`src/rtl/core/dfr_pkg.sv`:
```
// ---------------------------------------------------------------------------
// dfr_pkg
// Types, constants and tables shared by the dated file retention check.
// ---------------------------------------------------------------------------
`default_nettype none

package dfr_pkg;

	// Register indexes of the configuration port
	localparam int unsigned REG_NOW_YEAR  = 0;
	localparam int unsigned REG_NOW_MONTH = 1;
	localparam int unsigned REG_NOW_DAY   = 2;
	localparam int unsigned REG_RETENTION = 3;

	// Register reset values
	localparam logic [13:0] RST_NOW_YEAR  = 14'd1970;
	localparam logic [3:0]  RST_NOW_MONTH = 4'd1;
	localparam logic [4:0]  RST_NOW_DAY   = 5'd1;
	localparam logic [15:0] RST_RETENTION = 16'd90;

	// ASCII digit bounds
	localparam logic [7:0] CH_ZERO = 8'h30;
	localparam logic [7:0] CH_NINE = 8'h39;

	// Calendar constants
	localparam logic [13:0] EPOCH_YEAR     = 14'd1970;
	localparam logic [13:0] LEAPS_TO_EPOCH = 14'd477;  // leap years in 1..1969
	localparam logic [12:0] DAYS_PER_YEAR  = 13'd365;
	localparam logic [3:0]  LAST_MONTH     = 4'd12;

	// x / 100 = (x * 5243) >> 19, exact for x below 16384
	localparam logic [12:0] RECIP_100 = 13'd5243;
	localparam int unsigned Q_LSB     = 19;
	localparam int unsigned Q_W       = 8;

	// Shared multiply-add unit widths
	localparam int unsigned MAC_A_W = 14;
	localparam int unsigned MAC_B_W = 13;
	localparam int unsigned MAC_C_W = 13;
	localparam int unsigned MAC_R_W = 28;

	typedef struct packed {
		logic [MAC_A_W-1:0] a;
		logic [MAC_B_W-1:0] b;
		logic [MAC_C_W-1:0] c;
	} mac_op_t;

	typedef enum logic [2:0] {
		ST_IDLE,
		ST_QA,
		ST_QB,
		ST_SUM,
		ST_YR,
		ST_CAP,
		ST_OUT
	} state_t;

	// Days in the full months before month index fm (0 = January), common year
	function automatic logic [8:0] cum_days(input logic [3:0] fm);
		logic [8:0] d;
		unique case (fm)
			4'd0:    d = 9'd0;
			4'd1:    d = 9'd31;
			4'd2:    d = 9'd59;
			4'd3:    d = 9'd90;
			4'd4:    d = 9'd120;
			4'd5:    d = 9'd151;
			4'd6:    d = 9'd181;
			4'd7:    d = 9'd212;
			4'd8:    d = 9'd243;
			4'd9:    d = 9'd273;
			4'd10:   d = 9'd304;
			4'd11:   d = 9'd334;
			default: d = 9'd365;
		endcase
		return d;
	endfunction

endpackage

`default_nettype wire

```
`src/rtl/core/dfr_mac.sv`:
```
// ---------------------------------------------------------------------------
// dfr_mac
// Shared multiply-add unit: res = a * b + c, registered, one op per cycle.
// ---------------------------------------------------------------------------
`default_nettype none

module dfr_mac import dfr_pkg::*; (
	input  wire logic               clk,
	input  wire mac_op_t            op,
	output logic [MAC_R_W-1:0]      res
);

	// Multiply, add and register
	always_ff @(posedge clk) begin
		res <= MAC_R_W'(op.a) * MAC_R_W'(op.b) + MAC_R_W'(op.c);
	end

endmodule

`default_nettype wire

```
`src/rtl/core/dated_file_retention_check.sv`:
```
// ---------------------------------------------------------------------------
// dated_file_retention_check
// Checks an eight character YYYYMMDD name, counts its days since 1970-01-01
// and flags it expired against the configured current date and retention.
// ---------------------------------------------------------------------------
// One word in gives one word out. A name that is not a valid date (non-digit,
// month outside 1..12, day 0) goes from acceptance straight to the output
// state. A data file passes ST_QA, ST_QB, ST_SUM, ST_YR and ST_CAP once for
// the file date and once for the current date before the output state. This
// is set by the single multiply-add unit: each of the two dates (file and now)
// takes two reciprocal multiplies for the century terms and one multiply by
// 365 for the whole years, each followed by a register stage. Input is not
// taken while a word is in work; a finished result waits in the output
// register and the next word is accepted meanwhile. Configuration writes are
// taken in every cycle and should be made while no word is in work.
// ---------------------------------------------------------------------------
`default_nettype none

module dated_file_retention_check import dfr_pkg::*; #(
	parameter int unsigned CfgIdxW = 8
) (
	input  wire logic               clk,
	input  wire logic               arst_n,

	input  wire logic               cfg_valid,
	output logic                    cfg_ready,
	input  wire logic [CfgIdxW-1:0] cfg_index,
	input  wire logic [15:0]        cfg_data,

	input  wire logic               in_valid,
	output logic                    in_ready,
	input  wire logic [7:0]         char_0,
	input  wire logic [7:0]         char_1,
	input  wire logic [7:0]         char_2,
	input  wire logic [7:0]         char_3,
	input  wire logic [7:0]         char_4,
	input  wire logic [7:0]         char_5,
	input  wire logic [7:0]         char_6,
	input  wire logic [7:0]         char_7,

	output logic                    out_valid,
	input  wire logic               out_ready,
	output logic                    is_data_file,
	output logic                    expired,
	output logic [21:0]             file_day_count
);

	// Configuration registers
	logic [13:0] now_year_q;
	logic [3:0]  now_month_q;
	logic [4:0]  now_day_q;
	logic [15:0] ret_q;

	// Sequencer and datapath
	state_t             state_q, state_d;
	logic               ph_q;
	logic [13:0]        fyear_q;
	logic [3:0]         fmon_q;
	logic [6:0]         fdm1_q;
	logic [Q_W-1:0]     qa_q;
	logic [12:0]        c_q;
	logic [21:0]        file_d_q;
	logic               r_data_q, r_exp_q;
	logic [21:0]        r_days_q;
	logic               out_valid_q;
	logic               out_load;
	mac_op_t            mac_op;
	logic [MAC_R_W-1:0] mac_res;

	// Input decode
	logic [7:0]  chars [8];
	logic [3:0]  digs  [8];
	logic [7:0]  dig_ok;
	logic [13:0] in_year;
	logic [6:0]  in_month;
	logic [6:0]  in_day;
	logic        in_ok;
	logic        in_acc;

	assign cfg_ready = 1'b1;

	// Write configuration registers
	always_ff @(posedge clk or negedge arst_n) begin
		if (!arst_n) begin
			now_year_q  <= RST_NOW_YEAR;
			now_month_q <= RST_NOW_MONTH;
			now_day_q   <= RST_NOW_DAY;
			ret_q       <= RST_RETENTION;
		end else if (cfg_valid) begin
			unique case (cfg_index)
				CfgIdxW'(REG_NOW_YEAR):  now_year_q  <= cfg_data[13:0];
				CfgIdxW'(REG_NOW_MONTH): now_month_q <= cfg_data[3:0];
				CfgIdxW'(REG_NOW_DAY):   now_day_q   <= cfg_data[4:0];
				CfgIdxW'(REG_RETENTION): ret_q       <= cfg_data;
				default: ;
			endcase
		end
	end

	// Check the characters and form year, month and day
	assign chars = '{char_0, char_1, char_2, char_3, char_4, char_5, char_6, char_7};

	always_comb begin
		for (int i = 0; i < 8; i++) begin
			dig_ok[i] = (chars[i] >= CH_ZERO) && (chars[i] <= CH_NINE);
			digs[i]   = chars[i][3:0];
		end
	end

	assign in_year  = {10'd0, digs[0]} * 14'd1000 + {10'd0, digs[1]} * 14'd100
	                + {10'd0, digs[2]} * 14'd10 + {10'd0, digs[3]};
	assign in_month = {3'd0, digs[4]} * 7'd10 + {3'd0, digs[5]};
	assign in_day   = {3'd0, digs[6]} * 7'd10 + {3'd0, digs[7]};
	assign in_ok    = (&dig_ok) && (in_month != 7'd0) && (in_month <= 7'(LAST_MONTH))
	                  && (in_day != 7'd0);
	assign in_acc   = in_valid && in_ready;

	// Select the date under work: file first, then now
	logic [3:0]  now_nm, now_fm, fm_sel;
	logic [6:0]  dm1_sel;
	logic [13:0] y_sel, y_m1, y_off;
	logic        y_gt;

	always_comb begin
		now_nm  = (now_month_q == 4'd0) ? 4'd1 : now_month_q;
		now_fm  = ((now_nm - 4'd1) > LAST_MONTH) ? LAST_MONTH : now_nm - 4'd1;
		y_sel   = ph_q ? now_year_q : fyear_q;
		fm_sel  = ph_q ? now_fm : fmon_q;
		dm1_sel = ph_q ? {2'd0, (now_day_q == 5'd0) ? 5'd0 : now_day_q - 5'd1} : fdm1_q;
		y_gt    = y_sel > EPOCH_YEAR;
		y_m1    = (y_sel == 14'd0) ? 14'd0 : y_sel - 14'd1;
		y_off   = y_gt ? y_sel - EPOCH_YEAR : 14'd0;
	end

	// Leap year and the addend for the year multiply
	logic [Q_W-1:0] qb;
	logic           cent, leap;
	logic [13:0]    ylp, c_sum;

	always_comb begin
		qb    = mac_res[Q_LSB +: Q_W];
		cent  = (y_sel == 14'd0) || (qa_q != qb);
		leap  = (y_sel[1:0] == 2'd0) && (!cent || (qa_q[1:0] == 2'd0));
		ylp   = y_gt ? ({2'd0, y_m1[13:2]} + {8'd0, qb[Q_W-1:2]} - {6'd0, qb}
		               - LEAPS_TO_EPOCH) : 14'd0;
		c_sum = {5'd0, cum_days(fm_sel)} + {13'd0, leap && (fm_sel >= 4'd2)}
		      + {7'd0, dm1_sel} + ylp;
	end

	// Expiry compare on the finished current-date count
	logic [22:0] exp_limit;
	logic        exp_now;

	assign exp_limit = {1'b0, file_d_q} + {7'd0, ret_q};
	assign exp_now   = mac_res[22:0] > exp_limit;

	dfr_mac u_mac (
		.clk (clk),
		.op  (mac_op),
		.res (mac_res)
	);

	// Hold the state
	always_ff @(posedge clk or negedge arst_n) begin
		if (!arst_n) begin
			state_q <= ST_IDLE;
		end else begin
			state_q <= state_d;
		end
	end

	// Next state, unit op and handshake
	always_comb begin
		state_d  = state_q;
		in_ready = 1'b0;
		out_load = 1'b0;
		mac_op   = '0;
		unique case (state_q)
			ST_IDLE: begin
				in_ready = 1'b1;
				if (in_valid) begin
					state_d = in_ok ? ST_QA : ST_OUT;
				end
			end
			ST_QA: begin
				mac_op.a = y_sel;
				mac_op.b = RECIP_100;
				state_d  = ST_QB;
			end
			ST_QB: begin
				mac_op.a = y_m1;
				mac_op.b = RECIP_100;
				state_d  = ST_SUM;
			end
			ST_SUM: begin
				state_d = ST_YR;
			end
			ST_YR: begin
				mac_op.a = y_off;
				mac_op.b = DAYS_PER_YEAR;
				mac_op.c = c_q;
				state_d  = ST_CAP;
			end
			ST_CAP: begin
				state_d = ph_q ? ST_OUT : ST_QA;
			end
			ST_OUT: begin
				if (!out_valid_q || out_ready) begin
					out_load = 1'b1;
					state_d  = ST_IDLE;
				end
			end
			default: state_d = ST_IDLE;
		endcase
	end

	// Phase flag: advance to the current date after the file date
	always_ff @(posedge clk or negedge arst_n) begin
		if (!arst_n) begin
			ph_q <= 1'b0;
		end else if (in_acc) begin
			ph_q <= 1'b0;
		end else if (state_q == ST_CAP) begin
			ph_q <= 1'b1;
		end
	end

	// Datapath registers
	always_ff @(posedge clk) begin
		if (in_acc) begin
			fyear_q  <= in_year;
			fmon_q   <= 4'(in_month - 7'd1);
			fdm1_q   <= in_day - 7'd1;
			r_data_q <= 1'b0;
			r_exp_q  <= 1'b0;
			r_days_q <= '0;
		end
		if (state_q == ST_QB) begin
			qa_q <= mac_res[Q_LSB +: Q_W];
		end
		if (state_q == ST_SUM) begin
			c_q <= c_sum[12:0];
		end
		if (state_q == ST_CAP) begin
			if (!ph_q) begin
				file_d_q <= mac_res[21:0];
			end else begin
				r_data_q <= 1'b1;
				r_exp_q  <= exp_now;
				r_days_q <= file_d_q;
			end
		end
	end

	// Output register: load the finished word, drop valid once taken
	always_ff @(posedge clk or negedge arst_n) begin
		if (!arst_n) begin
			out_valid_q <= 1'b0;
		end else if (out_load) begin
			out_valid_q <= 1'b1;
		end else if (out_ready) begin
			out_valid_q <= 1'b0;
		end
	end

	always_ff @(posedge clk) begin
		if (out_load) begin
			is_data_file   <= r_data_q;
			expired        <= r_exp_q;
			file_day_count <= r_days_q;
		end
	end

	assign out_valid = out_valid_q;

endmodule

`default_nettype wire

```
`config.mk`:
```
export PLATFORM = sky130hd
export DESIGN_NAME = dated_file_retention_check
export DESIGN_NICKNAME = d
export VERILOG_FILES = /design/src/rtl/core/dfr_pkg.sv /design/src/rtl/core/dfr_mac.sv /design/src/rtl/core/dated_file_retention_check.sv
export SDC_FILE = /design/constraint.sdc
export NUM_CORES = 1
export LEC_CHECK = 0
export ABC_AREA = 1
export BUFFER_PORTS_ARGS = -buffer_cell sky130_fd_sc_hd__clkbuf_2
export CAP_MARGIN = 40
export CORE_ASPECT_RATIO = 1.1
export CORE_MARGIN = 3
export CORE_UTILIZATION = 50
export CTS_CLUSTER_SIZE = 20
export DETAILED_ROUTE_END_ITERATION = 8
export PLACE_DENSITY_LB_ADDON = 0.12
export SLEW_MARGIN = 20
export SYNTH_ARGS = -nofsm -noshare
export SYNTH_HDL_FRONTEND = slang
export SYNTH_SLANG_ARGS = --single-unit
```
`constraint.sdc`:
```
create_clock -name clk -period 17 [get_ports clk]
set_input_delay 3.4 -clock clk [delete_from_list [all_inputs] [get_ports clk]]
set_output_delay 3.4 -clock clk [all_outputs]
set_load 0.02 [all_outputs]
```
==> results of run 1 <==
through the flow:
step,hold WS (ns),cells,area [µm²]
2_1_floorplan,0.408,2232,18900
3_3_place_gp,0.414,2820,20000
3_5_place_dp,0.414,2825,20100
4_1_cts,0.433,2857,20700
5_1_grt,0.444,2859,20700
6_report,0.431,2859,20700
worst min-delay path by stage:
stage / from / to / cells past startpoint
CTS: r_data_q / is_data_file / 0
global route: r_days_q[14] / file_day_count[14] / 0
floorplan: u_mac.res[0] / file_d_q[0] / 0
detailed placement: r_data_q / is_data_file / 0
global placement: r_days_q[14] / file_day_count[14] / 0
finish: r_data_q / is_data_file / 0
cell usage in the layout, fill, tap and decap left out, types with 5 or more instances in the layout:
master | Yosys | routed
nand2_1 | 429 | 429
inv_1 | 412 | 412
ha_1 | 272 | 272
nor2_1 | 149 | 147
fa_1 | 136 | 136
clkbuf_2 | 0 | 118
o21ai_0 | 104 | 104
nand3_1 | 102 | 102
a21oi_1 | 94 | 94
edfxtp_1 | 92 | 92
xor2_1 | 66 | 66
dfxtp_1 | 51 | 51
xnor2_1 | 40 | 40
nand4_1 | 32 | 32
dfrtp_1 | 31 | 31
nand2_2 | 27 | 27
nor3_1 | 26 | 24
clkbuf_16 | 0 | 17
dfstp_2 | 13 | 13
nand2_4 | 11 | 11
a31oi_1 | 11 | 11
inv_2 | 10 | 10
o21bai_1 | 10 | 10
nand3_2 | 9 | 9
a21o_1 | 9 | 9
or2_2 | 7 | 7
buf_4 | 2 | 7
nand3b_1 | 6 | 6
o21a_1 | 6 | 6
nor2_2 | 3 | 5
logic make-up after synthesis:
family / count (synthesis) / synth area share, %
other: 1 / 0.0199
DFF: 187 / 26.0
adders and majority gates: 408 / 32.5
and+or+nand+nor: 821 / 19.6
AOI/OAI and AO/OA: 263 / 7.83
xor gates and xnor gates: 106 / 4.92
buffers and inverters: 446 / 9.13
routing by layer:
metal,vias to the layer above,share of wire (%),GRT usage (%)
met3,60,4.2,3.24
met1,6956,44,32.6
met2,286,49,43.3
met5,-,0,0
met4,0,2.3,6.58
li1,7436,-,-
final cells by class:
cell class,count,area (µm²)
Sequential cell,187,4900
Tap cell,487,609
Clock buffer,18,429
Multi-Input combinational cell,1599,12300
Clock inverter,14,171
Timing Repair Buffer,131,741
Fill cell,3455,16000
Inverter,423,1590
critical path: cells and delay by family (launching register included):
| kind | cells | cell delay [ns] |
|---|---|---|
| adders and majority gates | 8 | 3.58 |
| and+or+nand+nor | 10 | 1.44 |
| buffers and inverters | 10 | 1.33 |
| AOI/OAI and AO/OA | 5 | 0.92 |
| DFF | 1 | 0.33 |
| xor gates and xnor gates | 1 | 0.16 |
registers in the layout, summed over array words and instances (netlist names):
name            cells
file_d_q           22
ret_q              16
r_exp_q             1
u_mac.res          27
expired             1
state_q             3
ph_q                1
out_valid           1
r_data_q            1
now_year_q         14
qa_q                8
fyear_q            14
fdm1_q              7
now_month_q         4
file_day_count     22
fmon_q              4
r_days_q           22
c_q                13
now_day_q           5
is_data_file        1
==> flow_summary_export.csv, run 1 <==
group,metric,value,unit
drt,drc,0,
place,place_congestion,0.954,
timing,finalCritPeriodShare,46.3,%
clocking,clkLatencyLatePin,0.45,ns
clocking,htree_levels,4,
worst_hold_path,hold_class,"register to register",
synth,syn-instance-count,2232,
drt,avgViaCountPerCell,5.15,
floorplanning,die_h,210,µm
synth,yosysTopAreaCellShare,18.0,%
synth,yosysWarnings,0,
critical_path,rrSetupSlack,9.13,ns
clocking,postCtsSetupBuffers,0,
synth,yosysSeqAreaShare,26.0,%
drt,drt_iter0_markers,955,
critical_path,cp-start-kind,"register",
clocking,path_clk_slew,0.08,ns
global_route,first_global_vias,15000,
floorplanning,core,36700,µm²
clocking,post_cts_resized,0,
critical_path,r2r_start,"ph_q",
critical_path,worstSetupPathType,"register to register",
floorplanning,die_w,191,µm
synth,synth_ff_type,"edfxtp_1",
status,status,"finished, final reports clean",
timing,setup_viol,0,
timing,fin_skew,0.0239,ns
synth,syn-num-nets,2733,
timing,worst_pin_slew,0.719,ns
critical_path,critPathSlowestCell,"fa_1",
synth,yosys.area.top_type,"ha_1",
critical_path,ff2ff_path_depth,34,
timing,layout_setup_ws,9.13,ns
timing,final-max-slew-violation-count,0,
drt,finalWirelength,48.4,mm
global_route,grt_max_degree,34,
timing,rsz0062_at_grt,"false",
place,io_buffers,118,
critical_path,reg2reg_to,"u_mac.res[22]",
timing,final.setup.tns,0,ns
clocking,hold_buffers,0,
global_route,grt_pass1_wl,78.3,mm
synth,synth_edf_count,92,
clocking,cts_tree,"done",
synth,synth_seq_cells,187,
critical_path,required,17.37,ns
place,place_ws,9.19,ns
timing,max-slew-margin-rel,51.9,%
synth,ys_top_cells_by_count,"nand2_1, inv_1, ha_1",
synth,syn-cell-area,18900,µm²
critical_path,worstSetupStartpoint,"ph_q",
synth,synthArstFlopShare,23.5,%
synth,synth_most_common_cell,"nand2_1",
floorplanning,io_pins,120,
critical_path,crit_fanout,33,
final_layout,utilization,56.3,%
final_layout,antennaDiodeCount,0,
job,cap_violations,0,
timing,finalCriticalPeriod,7.87,ns
floorplanning,initial_utilization,51.4,%
clocking,root_buffer,"clkbuf_16",
synth,yosysUniqueCellTypes,56,
clocking,cts_max_path_buffers,2,
final_layout,final_nets,2860,
critical_path,cp-endpoint,"u_mac.res[22]",
critical_path,worstPathArrival,8.24,ns
final_layout,layout-drive-gt1-share,11.0,%
global_route,antenna_found_initial,1,
drt,drt.antenna.violating_nets,0,
final_layout,area_delta_synth_final,9.71,%
floorplanning,die_area,40100,µm²
synth,syn_avg_cell_area,8.45,µm²
global_route,gr-usage-all-layers,24.9,%
critical_path,critPathCaptureType,"register",
synth,synthTopCellsByArea,"ha_1, edfxtp_1, fa_1",
critical_path,slowest_delay,0.54,ns
clocking,cts.sinks,187,
timing,clock.fmax,127,MHz
drt,wl_per_cell,16.9,µm
timing,hold_violations,0,
floorplanning,std_cell_rows,73,
drt,vias,14700,
clocking,numCtsBuffers,17,
global_route,grt_overflow,0,
drt,first_pass_iters,5,
place,hpwl,41.5,mm
Power of run 1 is not shown: default switching activity piles up to over one toggle a cycle in this logic, so the estimate is an artifact.
==> run 2: changes to the inputs <==
==> constraint.sdc (replaced) <==
create_clock -name clk -period 7.4 [get_ports clk]
set_input_delay 1.48 -clock clk [delete_from_list [all_inputs] [get_ports clk]]
set_output_delay 1.48 -clock clk [all_outputs]
set_load 0.02 [all_outputs]
==> run 2 against run 1 <==
  * Flip-flop and latch count did not move
  * Largest cell class unchanged
  * Clock-buffer cell count decreased by 1
  * Die area is the same
  * Register-to-register slack worse by 8.7 ns
  * Final area increased by 1.4%
  * Via count rose by 1.8%
==> flow_summary_export.csv, run 2 (same netlist as run 1, synthesis figures left out) <==
group,metric,value,unit
status,status,"finished, final reports clean",
clocking,hold_buffers,0,
drt,first_pass_iters,8,
critical_path,critPathSlowestCell,"o21ai_0",
global_route,grt_pass1_wl,79.2,mm
critical_path,critPathCaptureType,"register",
critical_path,crit_fanout,15,
final_layout,area_delta_synth_final,11.3,%
floorplanning,std_cell_rows,73,
clocking,cts_max_path_buffers,2,
timing,max-slew-margin-rel,44.8,%
worst_hold_path,hold_class,"register to register",
timing,clock.fmax,143,MHz
timing,final.setup.tns,0,ns
global_route,grt_overflow,0,
drt,drc,0,
final_layout,final_common_cell,"nand2_1",
clocking,root_buffer,"clkbuf_16",
global_route,grt_max_degree,45,
timing,setup_viol,0,
critical_path,slowest_delay,0.56,ns
clocking,cts.sinks,187,
floorplanning,die_area,40100,µm²
final_layout,layout-drive-gt1-share,12.5,%
floorplanning,io_pins,120,
critical_path,crit_top_cell,"nand2_1",
timing,worst_pin_slew,0.827,ns
critical_path,cp_top_family,"adder cells",
final_layout,largest_register,"u_mac.res",
clocking,clkLatencyLatePin,0.45,ns
floorplanning,initial_utilization,51.4,%
place,hpwl,41.8,mm
global_route,first_global_vias,15300,
critical_path,worstPathArrival,7.33,ns
place,place_ws,0.184,ns
final_layout,layout_common_cells,"nand2_1, inv_1, ha_1",
critical_path,worstSetupPathType,"register to register",
timing,final-max-slew-violation-count,0,
drt,finalWirelength,48.6,mm
clocking,numCtsBuffers,17,
floorplanning,die_w,191,µm
drt,avgViaCountPerCell,5.21,
clocking,htree_levels,4,
clocking,cts_tree,"done",
place,place_congestion,0.952,
floorplanning,core,36700,µm²
critical_path,path_buf_inv,6,
job,cap_violations,0,
final_layout,final_nets,2883,
drt,drt.antenna.violating_nets,0,
final_layout,antennaDiodeCount,0,
place,io_buffers,118,
drt,drt_iter0_markers,796,
drt,vias,15000,
final_layout,largest_reg_flops,27,
drt,wl_per_cell,16.9,µm
clocking,path_clk_slew,0.09,ns
timing,hold_violations,0,
timing,finalCritPeriodShare,94.2,%
timing,layout_setup_ws,0.427,ns
global_route,gr-usage-all-layers,25.0,%
floorplanning,die_h,210,µm
critical_path,cp-start-kind,"register",
timing,finalCriticalPeriod,6.97,ns
timing,fin_skew,0.0183,ns
global_route,antenna_found_initial,0,
critical_path,required,7.75,ns
timing,rsz0062_at_grt,"false",
==> run 2: cell types whose count changed in the layout (fill, tap and decap cells not counted), sizes merged <==
cell,change
bufinv,-1
buf,+23
inv,+3
clkbuf,-1
clkinv,-1
==> run 2: per-stage QoR <==
stage               util (%)  cells  hold WS [ns]  instance area (µm²)
finish                  57.2   2882         0.435                21000
global route            57.2   2882         0.441                21000
CTS                     56.7   2869         0.437                20800
detailed placement      54.9   2837         0.418                20200
global placement        54.7   2834         0.414                20100
floorplan                  -   2232         0.408                18900
==> run 2: worst reg2reg max path, delay by kind of cell (launching register included) <==
family	cells	cell delay [ns]
adder cells (fa/ha/maj)	7	3.04
AND/OR/NAND/NOR	13	1.70
AO/OA/AOI/OAI	3	0.88
buffers and inverters	6	0.58
flip-flops	1	0.48
XOR/XNOR	1	0.22
==> run 2: cell type report <==
class	instances	area [µm²]
Tap cell	487	609
Clock buffer	17	425
Timing Repair Buffer	154	920
Multi-Input combinational cell	1599	12300
Inverter	423	1590
Fill cell	3435	15700
Sequential cell	187	4900
Clock inverter	15	229
==> run 2: per-layer routing <==
layer  wire length, µm  global-route usage (%)
met1             21200                    31.8
met2             24100                    44.2
met3              1900                    2.92
met4              1430                    7.67
met5                 0                       0
==> run 2: timing repair <==
action / in CTS / in global routing
setup buffers: 0 / 11
gates resized for setup: 0 / 20
setup endpoints to repair: 0 / 16
==> run 2: final timing paths <==
check	slack (ns)	endpoint	cells after the start	startpoint
worst max-delay path	0.43	u_mac.res[13]	30	ph_q
worst min-delay path	0.43	file_day_count[15]	0	r_days_q[15]
worst max register to register	0.43	u_mac.res[13]	30	ph_q
worst min register to register	0.43	file_day_count[15]	0	r_days_q[15]
max in group asynchronous	5.86	ph_q	2	arst_n
min in group asynchronous	1.09	out_valid	2	arst_n
Power of run 2 is left out for the same reason.
